$ cat src/tclp_pkg.sv
// shared types and constants for the text command line parser
package tclp_pkg;

    // parser phases
    localparam logic [3:0] PH_DOLLAR   = 4'd0;
    localparam logic [3:0] PH_LETTER   = 4'd1;
    localparam logic [3:0] PH_COMMA    = 4'd2;
    localparam logic [3:0] PH_F1_START = 4'd3;
    localparam logic [3:0] PH_F1_MORE  = 4'd4;
    localparam logic [3:0] PH_F2_START = 4'd5;
    localparam logic [3:0] PH_F2_MORE  = 4'd6;
    localparam logic [3:0] PH_HEX_HIGH = 4'd7;
    localparam logic [3:0] PH_HEX_LOW  = 4'd8;
    localparam logic [3:0] PH_HEX_SEP  = 4'd9;
    localparam logic [3:0] PH_DONE     = 4'd10;

    // command letters
    localparam logic [1:0] CMD_NONE = 2'd0;
    localparam logic [1:0] CMD_SIG  = 2'd1;
    localparam logic [1:0] CMD_AREA = 2'd2;
    localparam logic [1:0] CMD_INCL = 2'd3;

    // write kinds
    localparam logic [1:0] WK_NONE = 2'd0;
    localparam logic [1:0] WK_SIG  = 2'd1;
    localparam logic [1:0] WK_INCL = 2'd2;
    localparam logic [1:0] WK_AREA = 2'd3;

    // status codes
    localparam logic [3:0] ST_OK           = 4'd0;
    localparam logic [3:0] ST_NO_DOLLAR    = 4'd1;
    localparam logic [3:0] ST_NO_COMMA     = 4'd2;
    localparam logic [3:0] ST_BAD_START    = 4'd3;
    localparam logic [3:0] ST_BAD_CHAR     = 4'd4;
    localparam logic [3:0] ST_BAD_START2   = 4'd5;
    localparam logic [3:0] ST_BAD_CHAR2    = 4'd6;
    localparam logic [3:0] ST_OUT_OF_RANGE = 4'd7;
    localparam logic [3:0] ST_UNKNOWN      = 4'd8;

    // configuration register indexes
    localparam logic [1:0] REG_MAX_INDEX  = 2'd0;
    localparam logic [1:0] REG_MAX_SIGNAL = 2'd1;

    localparam logic [7:0] MAX_INDEX_RST  = 8'd99;
    localparam logic [7:0] MAX_SIGNAL_RST = 8'd3;

    // characters
    localparam logic [7:0] CH_NUL    = 8'h00;
    localparam logic [7:0] CH_DOLLAR = 8'h24;
    localparam logic [7:0] CH_COMMA  = 8'h2C;
    localparam logic [7:0] CH_0      = 8'h30;
    localparam logic [7:0] CH_9      = 8'h39;
    localparam logic [7:0] CH_A      = 8'h41;
    localparam logic [7:0] CH_F      = 8'h46;
    localparam logic [7:0] CH_K      = 8'h4B;
    localparam logic [7:0] CH_S      = 8'h53;
    localparam logic [7:0] CH_I      = 8'h49;

    typedef struct packed {
        logic [3:0] phase;
        logic [1:0] cmd;
        logic [3:0] dcnt;
        logic [7:0] acc;
        logic [7:0] first;
        logic [4:0] group;
        logic [3:0] high;
    } t_state;

    typedef struct packed {
        logic       valid;
        logic [1:0] kind;
        logic [7:0] target;
        logic [7:0] value;
        logic       status_valid;
        logic [3:0] status;
    } t_result;

    localparam t_state STATE_RST = '{
        phase: PH_DOLLAR, cmd: CMD_NONE, dcnt: 4'd0, acc: 8'd0,
        first: 8'd0, group: 5'd0, high: 4'd0
    };

endpackage

$ cat src/text_command_line_parser.sv
// top level of the text command line parser
//
// Characters come in on the input channel (i_valid / o_ready, i_ch), one
// request per character; a zero byte ends the line. Each character passes
// an input register, one parser step, and a result register that drives the
// output channel (o_valid / i_ready). A character that completes a write or
// a command status produces one result request; others produce none.
// A result passes the input register and then the result register before it is offered.
// Throughput: one character per cycle while the receiver does not stall, set by the
// single-step parser between the two registers.
// When the receiver stalls, the result register holds its request and the
// input register absorbs one more character, after which o_ready drops.
// The configuration channel (i_cfg_valid / o_cfg_ready) is always ready and
// writes max_index (index 0) or max_signal (index 1); write it only while
// the parser is idle.
// Synchronous active-low reset empties both registers, returns the parser
// to expecting a dollar and restores max_index 99 and max_signal 3.
module text_command_line_parser #(
    parameter int AREA_BYTES = 18,
    parameter int MAX_DIGITS = 10
) (
    input  logic       i_clk,
    input  logic       i_rst_n,
    input  logic       i_valid,
    output logic       o_ready,
    input  logic [7:0] i_ch,
    output logic       o_valid,
    input  logic       i_ready,
    output logic [1:0] o_write_kind,
    output logic [7:0] o_target_index,
    output logic [7:0] o_write_value,
    output logic       o_status_valid,
    output logic [3:0] o_status,
    input  logic       i_cfg_valid,
    output logic       o_cfg_ready,
    input  logic [1:0] i_cfg_index,
    input  logic [7:0] i_cfg_data
);

    logic              r_in_valid;
    logic [7:0]        r_ch;
    tclp_pkg::t_state  r_state;
    tclp_pkg::t_state  n_state;
    tclp_pkg::t_result n_result;
    tclp_pkg::t_result r_out;
    logic [7:0]        r_max_index;
    logic [7:0]        r_max_signal;
    logic              adv;

    // parser step
    tclp_step #(
        .AREA_BYTES (AREA_BYTES),
        .MAX_DIGITS (MAX_DIGITS)
    ) u_step (
        .i_state      (r_state),
        .i_ch         (r_ch),
        .i_max_index  (r_max_index),
        .i_max_signal (r_max_signal),
        .o_state      (n_state),
        .o_result     (n_result)
    );

    // handshake
    assign adv         = r_in_valid && (!r_out.valid || i_ready);
    assign o_ready     = !r_in_valid || adv;
    assign o_cfg_ready = 1'b1;

    // input register
    always_ff @(posedge i_clk) begin
        if (!i_rst_n) begin
            r_in_valid <= 1'b0;
        end else if (o_ready) begin
            r_in_valid <= i_valid;
        end
        if (i_valid && o_ready) begin
            r_ch <= i_ch;
        end
    end

    // parser state
    always_ff @(posedge i_clk) begin
        if (!i_rst_n) begin
            r_state <= tclp_pkg::STATE_RST;
        end else if (adv) begin
            r_state <= n_state;
        end
    end

    // result register
    always_ff @(posedge i_clk) begin
        if (!i_rst_n) begin
            r_out <= '0;
        end else if (adv) begin
            r_out <= n_result;
        end else if (i_ready) begin
            r_out.valid <= 1'b0;
        end
    end

    // configuration registers
    always_ff @(posedge i_clk) begin
        if (!i_rst_n) begin
            r_max_index  <= tclp_pkg::MAX_INDEX_RST;
            r_max_signal <= tclp_pkg::MAX_SIGNAL_RST;
        end else if (i_cfg_valid) begin
            case (i_cfg_index)
                tclp_pkg::REG_MAX_INDEX:  r_max_index  <= i_cfg_data;
                tclp_pkg::REG_MAX_SIGNAL: r_max_signal <= i_cfg_data;
                default: begin
                    r_max_index <= r_max_index;
                end
            endcase
        end
    end

    assign o_valid        = r_out.valid;
    assign o_write_kind   = r_out.kind;
    assign o_target_index = r_out.target;
    assign o_write_value  = r_out.value;
    assign o_status_valid = r_out.status_valid;
    assign o_status       = r_out.status;

endmodule

$ cat src/tclp_step.sv
// one parser step: next state and result for one character
module tclp_step #(
    parameter int AREA_BYTES = 18,
    parameter int MAX_DIGITS = 10
) (
    input  tclp_pkg::t_state  i_state,
    input  logic [7:0]        i_ch,
    input  logic [7:0]        i_max_index,
    input  logic [7:0]        i_max_signal,
    output tclp_pkg::t_state  o_state,
    output tclp_pkg::t_result o_result
);

    localparam logic [3:0] MaxDig   = 4'(MAX_DIGITS);
    localparam logic [5:0] AreaLast = 6'(AREA_BYTES);

    // character classes
    logic       is_dec;
    logic       is_hex;
    logic       is_end;
    logic [3:0] hex_val;
    logic [3:0] dec_val;

    assign is_dec  = (i_ch >= tclp_pkg::CH_0) && (i_ch <= tclp_pkg::CH_9);
    assign is_hex  = is_dec || ((i_ch >= tclp_pkg::CH_A) && (i_ch <= tclp_pkg::CH_F));
    assign is_end  = (i_ch == tclp_pkg::CH_NUL) || (i_ch == tclp_pkg::CH_COMMA);
    assign dec_val = 4'(i_ch - tclp_pkg::CH_0);
    assign hex_val = is_dec ? dec_val : 4'(i_ch - tclp_pkg::CH_A + 8'd10);

    // decimal accumulate with saturation at 255
    logic [7:0]  acc_base;
    logic [3:0]  cnt_base;
    logic [11:0] prod;
    logic [7:0]  acc_new;
    logic [3:0]  cnt_new;
    logic        cnt_full;

    assign acc_base = (i_state.phase == tclp_pkg::PH_F2_START) ? 8'd0 : i_state.acc;
    assign cnt_base = (i_state.phase == tclp_pkg::PH_F2_START) ? 4'd0 : i_state.dcnt;
    assign prod     = {4'd0, acc_base} * 12'd10 + {8'd0, dec_val};
    assign acc_new  = (prod > 12'd255) ? 8'd255 : prod[7:0];
    assign cnt_new  = cnt_base + 4'd1;
    assign cnt_full = cnt_new >= MaxDig;

    // second field complete: range check and write
    logic [7:0]         fin_val;
    tclp_pkg::t_result  fin_res;

    assign fin_val = (i_state.phase == tclp_pkg::PH_F2_MORE && is_end) ? i_state.acc : acc_new;

    always_comb begin
        fin_res = '0;
        fin_res.valid        = 1'b1;
        fin_res.status_valid = 1'b1;
        if (i_state.first > i_max_index) begin
            fin_res.status = tclp_pkg::ST_OUT_OF_RANGE;
        end else if (i_state.cmd == tclp_pkg::CMD_SIG) begin
            if (fin_val > i_max_signal) begin
                fin_res.status = tclp_pkg::ST_OUT_OF_RANGE;
            end else begin
                fin_res.kind   = tclp_pkg::WK_SIG;
                fin_res.target = i_state.first;
                fin_res.value  = fin_val;
            end
        end else begin
            fin_res.kind   = tclp_pkg::WK_INCL;
            fin_res.target = i_state.first;
            fin_res.value  = {7'd0, fin_val != 8'd0};
        end
    end

    // phase step
    tclp_pkg::t_state  n_st;
    tclp_pkg::t_result res;
    logic [3:0]        fail_code;
    logic              fail;
    logic [7:0]        fail_tgt;

    always_comb begin
        n_st      = i_state;
        res       = '0;
        fail      = 1'b0;
        fail_code = tclp_pkg::ST_OK;
        fail_tgt  = 8'd0;
        case (i_state.phase)
            tclp_pkg::PH_DOLLAR: begin
                if (i_ch != tclp_pkg::CH_DOLLAR) begin
                    fail      = 1'b1;
                    fail_code = tclp_pkg::ST_NO_DOLLAR;
                end else begin
                    n_st.phase = tclp_pkg::PH_LETTER;
                end
            end
            tclp_pkg::PH_LETTER: begin
                n_st.phase = tclp_pkg::PH_COMMA;
                if (i_ch == tclp_pkg::CH_K) begin
                    res.valid        = 1'b1;
                    res.status_valid = 1'b1;
                    n_st.phase       = tclp_pkg::PH_DONE;
                end else if (i_ch == tclp_pkg::CH_S) begin
                    n_st.cmd = tclp_pkg::CMD_SIG;
                end else if (i_ch == tclp_pkg::CH_A) begin
                    n_st.cmd = tclp_pkg::CMD_AREA;
                end else if (i_ch == tclp_pkg::CH_I) begin
                    n_st.cmd = tclp_pkg::CMD_INCL;
                end else begin
                    fail      = 1'b1;
                    fail_code = tclp_pkg::ST_UNKNOWN;
                end
            end
            tclp_pkg::PH_COMMA: begin
                if (i_ch != tclp_pkg::CH_COMMA) begin
                    fail      = 1'b1;
                    fail_code = tclp_pkg::ST_NO_COMMA;
                end else if (i_state.cmd == tclp_pkg::CMD_AREA) begin
                    n_st.phase = tclp_pkg::PH_HEX_HIGH;
                end else begin
                    n_st.phase = tclp_pkg::PH_F1_START;
                end
            end
            tclp_pkg::PH_F1_START, tclp_pkg::PH_F1_MORE: begin
                if (i_state.phase == tclp_pkg::PH_F1_MORE && is_end) begin
                    n_st.first = i_state.acc;
                    n_st.phase = tclp_pkg::PH_F2_START;
                    if (i_ch == tclp_pkg::CH_NUL) begin
                        fail      = 1'b1;
                        fail_code = tclp_pkg::ST_BAD_START2;
                    end
                end else if (!is_dec) begin
                    fail      = 1'b1;
                    fail_code = (i_state.phase == tclp_pkg::PH_F1_START) ?
                                tclp_pkg::ST_BAD_START : tclp_pkg::ST_BAD_CHAR;
                end else if (cnt_full) begin
                    n_st.first = acc_new;
                    n_st.acc   = 8'd0;
                    n_st.dcnt  = 4'd0;
                    n_st.phase = tclp_pkg::PH_F2_START;
                end else begin
                    n_st.acc   = acc_new;
                    n_st.dcnt  = cnt_new;
                    n_st.phase = tclp_pkg::PH_F1_MORE;
                end
            end
            tclp_pkg::PH_F2_START, tclp_pkg::PH_F2_MORE: begin
                if (i_state.phase == tclp_pkg::PH_F2_MORE && is_end) begin
                    res        = fin_res;
                    n_st.phase = tclp_pkg::PH_DONE;
                end else if (!is_dec) begin
                    fail      = 1'b1;
                    fail_code = (i_state.phase == tclp_pkg::PH_F2_START) ?
                                tclp_pkg::ST_BAD_START2 : tclp_pkg::ST_BAD_CHAR2;
                end else if (cnt_full) begin
                    res        = fin_res;
                    n_st.phase = tclp_pkg::PH_DONE;
                end else begin
                    n_st.acc   = acc_new;
                    n_st.dcnt  = cnt_new;
                    n_st.phase = tclp_pkg::PH_F2_MORE;
                end
            end
            tclp_pkg::PH_HEX_HIGH: begin
                if (!is_hex) begin
                    fail      = 1'b1;
                    fail_code = tclp_pkg::ST_BAD_START;
                    fail_tgt  = {3'd0, i_state.group};
                end else begin
                    n_st.high  = hex_val;
                    n_st.phase = tclp_pkg::PH_HEX_LOW;
                end
            end
            tclp_pkg::PH_HEX_LOW: begin
                if (!is_hex) begin
                    fail      = 1'b1;
                    fail_code = tclp_pkg::ST_BAD_CHAR;
                    fail_tgt  = {3'd0, i_state.group};
                end else begin
                    res.valid  = 1'b1;
                    res.kind   = tclp_pkg::WK_AREA;
                    res.target = {3'd0, i_state.group};
                    res.value  = {i_state.high, hex_val};
                    if ({1'b0, i_state.group} + 6'd1 >= AreaLast) begin
                        res.status_valid = 1'b1;
                        n_st.phase       = tclp_pkg::PH_DONE;
                    end else begin
                        n_st.group = i_state.group + 5'd1;
                        n_st.phase = tclp_pkg::PH_HEX_SEP;
                    end
                end
            end
            tclp_pkg::PH_HEX_SEP: begin
                if (i_ch == tclp_pkg::CH_NUL) begin
                    fail      = 1'b1;
                    fail_code = tclp_pkg::ST_BAD_START;
                    fail_tgt  = {3'd0, i_state.group};
                end else begin
                    n_st.phase = tclp_pkg::PH_HEX_HIGH;
                end
            end
            default: begin
                n_st = i_state;
            end
        endcase

        // error status ends the command
        if (fail) begin
            res              = '0;
            res.valid        = 1'b1;
            res.status_valid = 1'b1;
            res.status       = fail_code;
            res.target       = fail_tgt;
            n_st.phase       = tclp_pkg::PH_DONE;
        end

        // end of line returns the parser to its reset state
        if (i_ch == tclp_pkg::CH_NUL) begin
            n_st = tclp_pkg::STATE_RST;
        end
    end

    assign o_state  = n_st;
    assign o_result = res;

endmodule

$ cat config.mk
export PLATFORM = sky130hd
export DESIGN_NAME = text_command_line_parser
export DESIGN_NICKNAME = d
export VERILOG_FILES = /design/src/tclp_pkg.sv /design/src/text_command_line_parser.sv /design/src/tclp_step.sv
export SDC_FILE = /design/constraint.sdc
export NUM_CORES = 1
export LEC_CHECK = 0
export BUFFER_PORTS_ARGS = -buffer_cell sky130_fd_sc_hd__buf_4
export CAP_MARGIN = 20
export CORE_MARGIN = 10
export CORE_UTILIZATION = 25
export DETAILED_ROUTE_END_ITERATION = 8
export SLEW_MARGIN = 25
export SYNTH_ARGS = -nofsm -noshare
export SYNTH_HDL_FRONTEND = slang
export SYNTH_SLANG_ARGS = --single-unit
$ cat constraint.sdc
create_clock -name i_clk -period 4.46 [get_ports i_clk]
set_clock_uncertainty 0.05 [all_clocks]
set_input_delay 0.223 -clock i_clk [delete_from_list [all_inputs] [get_ports i_clk]]
set_output_delay 0.223 -clock i_clk [all_outputs]
set_load 0.01 [all_outputs]
==> summary.txt <==
Seq/Total Area, Yosys - 31.2%
HPWL reported at the end of detailed placement - 13.1 mm
R2R depth - 22
Congestion Overflow GR - 0
Routability cong. - 0.935
Buf+Inv Stages, Crit Path - 2
R2R Setup Slk - 30 ps
Reg clk slew, reported paths - 60 ps
HP Start - i_valid
H-tree depth - 3
Placement row count - 54
Final nets - 864
Share of the synthesized area in the top cell type - 27.0%
Post-layout min period - 4430 ps
Final core occ - 33.3%
CP Data Required Time - 4710 ps
Antenna violations before repair - 0
Number of synthesized flops with an enable pin - 8
I/O pin count - 49
Worst flop-to-flop path startpoint - r_state[32]
TritonCTS clock tree - built
Max-capacitance violation count - 0
Avg Cell Area, Syn - 7.72 µm²
Layout cells sized above 1 - 24.0%
Delay-heaviest family, CP - compound AO/OA/AOI/OAI gates
Final setup violation count - 0
Peak supply drop - 0.000171 V
Largest area contributor in the netlist - dfxtp_1
Hold depth - 3
Max incr delay on CP - 410 ps
Core Box Area - 22000 µm²
Synth Register Bits - 84
Die area - 29000 µm²
GRT Total Usage - 11.8%
Mapped Cells - 731
CTS Buf Count - 9
Slew of the pin with the lowest slew margin - 1140 ps
Fmax - 226 MHz
Worst path cell trace - nand4bb_4 -> and3_4 -> ha_4 -> inv_2 -> fa_2 -> xor2_2 -> nor3b_2 -> and2_4 -> nand4_4 -> a211oi_4 -> buf_6 -> a31oi_2 -> ha_1 -> nor2b_1 -> o21ai_2 -> a21oi_2 -> o211ai_1 -> o211ai_1 -> a21oi_1 -> a311oi_1 -> o31a_1 -> nand2_1
Clock Tree Root - clkbuf_16
Initial core utilization - 25.6%
Worst setup margin - 26.0 ps
Crit start category - flip-flop
Power Density - 243 nW/µm²
Syn Std Cell Area - 5640 µm²
Crit-path most repeated cell - o211ai_1
First-pass GRT wire length - 27.3 mm
1st-pass router iterations - 6
Routed vias/inst - 5.12
Commonest non-fill, non-tap cell in the layout - buf_4
RSZ-0062 raised after global routing - yes
Synth top area cells - dfxtp_1, ha_1, nor2_1
Status - finished, final reports clean
Cell variety after synth - 72
Total number of vias - 5595
Chip width - 170 µm
Drt wl/cell - 16.3 µm
Antenna viol nets, final - 0
Most frequent cells in the layout - buf_4, nor2_1, nand2_1
Number of global-route vias before repair - 5020
Post-synth net total - 788
Worst EP arrival - 4680 ps
Area grow syn2layout - 29.9%
Max Root-Sink Buffers - 2
# DRC - 0
Antenna diodes - 0
Slew Viols, Final - 0
RR Endpoint - o_write_value[0]
Async SR Flop Fraction - 0%
Clock Latency Late Sink - 360 ps
Final WL - 17.8 mm
Clock sink count - 84
Largest net degree at the start of global routing - 37
CP Capture Type - flip-flop
Area of the multi-input gates - 3880 µm²
CP Class - reg2reg
Die Span Y - 170 µm
Hold EP - r_in_valid
IO Port Bufs - 47
Fill cell count - 2310
Pre-CTS setup slack - -167 ps
Leak - 2.97 nW
Period utilisation layout - 99.4%
Hold violation count in the final report - 0
Predominant post-synthesis flop cell - dfxtp_1
Register area - 1770 µm²
Slowest cell on crit path - fa_2
Initial DRC count - 374
Ys Warns - 0
Slew HR - 23.9%
HP Class - in2reg
Worst-path maximum fanout - 6
==> logic make-up (layout without fill, tap and decap cells) <==
group	after synthesis	in the layout	share of synthesized area [%]
AND/OR/NAND/NOR	297	298	26.4
buffers and inverters	84	164	6.30
AO/OA/AOI/OAI	198	198	22.9
adder cells (fa/ha/maj)	34	34	7.67
multiplexers	12	12	2.15
XOR/XNOR	21	21	3.26
flip-flops	84	84	31.2
other	1	1	0.0665
==> metal layers <==
metal / wire length [µm] / vias up / share of wire [%] / GRT usage, %
met5: 0 / - / 0 / 0
met4: 256 / 0 / 1.4 / 2.67
met3: 1010 / 31 / 5.7 / 3.47
met2: 8100 / 151 / 46 / 18.3
met1: 8390 / 2659 / 47 / 15.7
li1: - / 2754 / - / -
==> how the worst max path moves through the flow <==
stage                      from          endpoint  slack [ps]  cells past startpoint
detailed placement  r_state[32]       o_status[0]        -170                     19
CTS                 r_state[34]       o_status[0]           2                     20
floorplan           r_state[34]  o_write_value[0]           3                     22
global route        r_state[32]  o_write_value[0]        -200                     22
global placement    r_state[32]       o_status[0]         -50                     19
finish              r_state[32]  o_write_value[0]          30                     22
==> layout make-up <==
| cell class | instances | area share (%) |
|---|---|---|
| Sequential cell | 84 | 24.2 |
| Multi-Input combinational cell | 564 | 53.0 |
| Tap cell | 280 | 4.78 |
| Inverter | 34 | 1.74 |
| Timing Repair Buffer | 114 | 12.1 |
| Clock buffer | 13 | 3.86 |
| Clock inverter | 3 | 0.359 |
==> sequential cells by signal (all words and copies together) (netlist names) <==
name	count
r_max_signal	8
r_in_valid	1
o_write_value	8
r_state	35
o_status_valid	1
o_valid	1
o_write_kind	2
r_ch	8
o_status	4
o_target_index	8
r_max_index	8
==> synth_stat cells, types with 9 or more instances <==
cell / n
inv_1: 34
nor3_1: 19
buf_2: 11
a21o_1: 9
nand3_1: 29
a21oi_1: 61
a31oi_1: 17
o21ai_0: 35
dfxtp_1: 76
clkbuf_1: 32
and2_1: 22
nor2_1: 86
xnor2_1: 16
ha_1: 33
mux2i_1: 11
nand2_1: 75
==> metrics by stage <==
| stage | power, W | hold WS [ps] | instances | cell area [µm²] | setup TNS (ps) |
|---|---|---|---|---|---|
| 4_1_cts | 0.00179 | 20.8 | 1083 | 6970 | 0 |
| 3_3_place_gp | 0.00101 | 353 | 1056 | 6500 | -148 |
| 3_5_place_dp | 0.00101 | 353 | 1056 | 6500 | -1500 |
| 5_1_grt | 0.00185 | 55.2 | 1092 | 7330 | -1760 |
| 6_report | 0.00178 | 27.8 | 1092 | 7330 | 0 |
| 2_1_floorplan | 0.000934 | 272 | 731 | 5670 | 0 |
==> where the power goes <==
group | internal, W | switching, W
Clock | 0.000448 | 0.000320
Combinational | 0.0000909 | 0.000126
Sequential | 0.000779 | 0.0000153
==> tightest hold or removal path: cells and delay by family <==
kind / cells / cell delay (ps)
buffers and inverters: 1 / 80
AO/OA/AOI/OAI: 1 / 30
AND/OR/NAND/NOR: 1 / 60
==> what timing repair did <==
action	in CTS	in global routing
gates cloned	1	0
pin swaps	7	41
resized for setup	13	58
endpoints found under the setup margin	20	20
endpoints found under the hold margin	8	0
hold buffers	8	0
setup buffers	2	10
(Power assumes the default switching activity.)
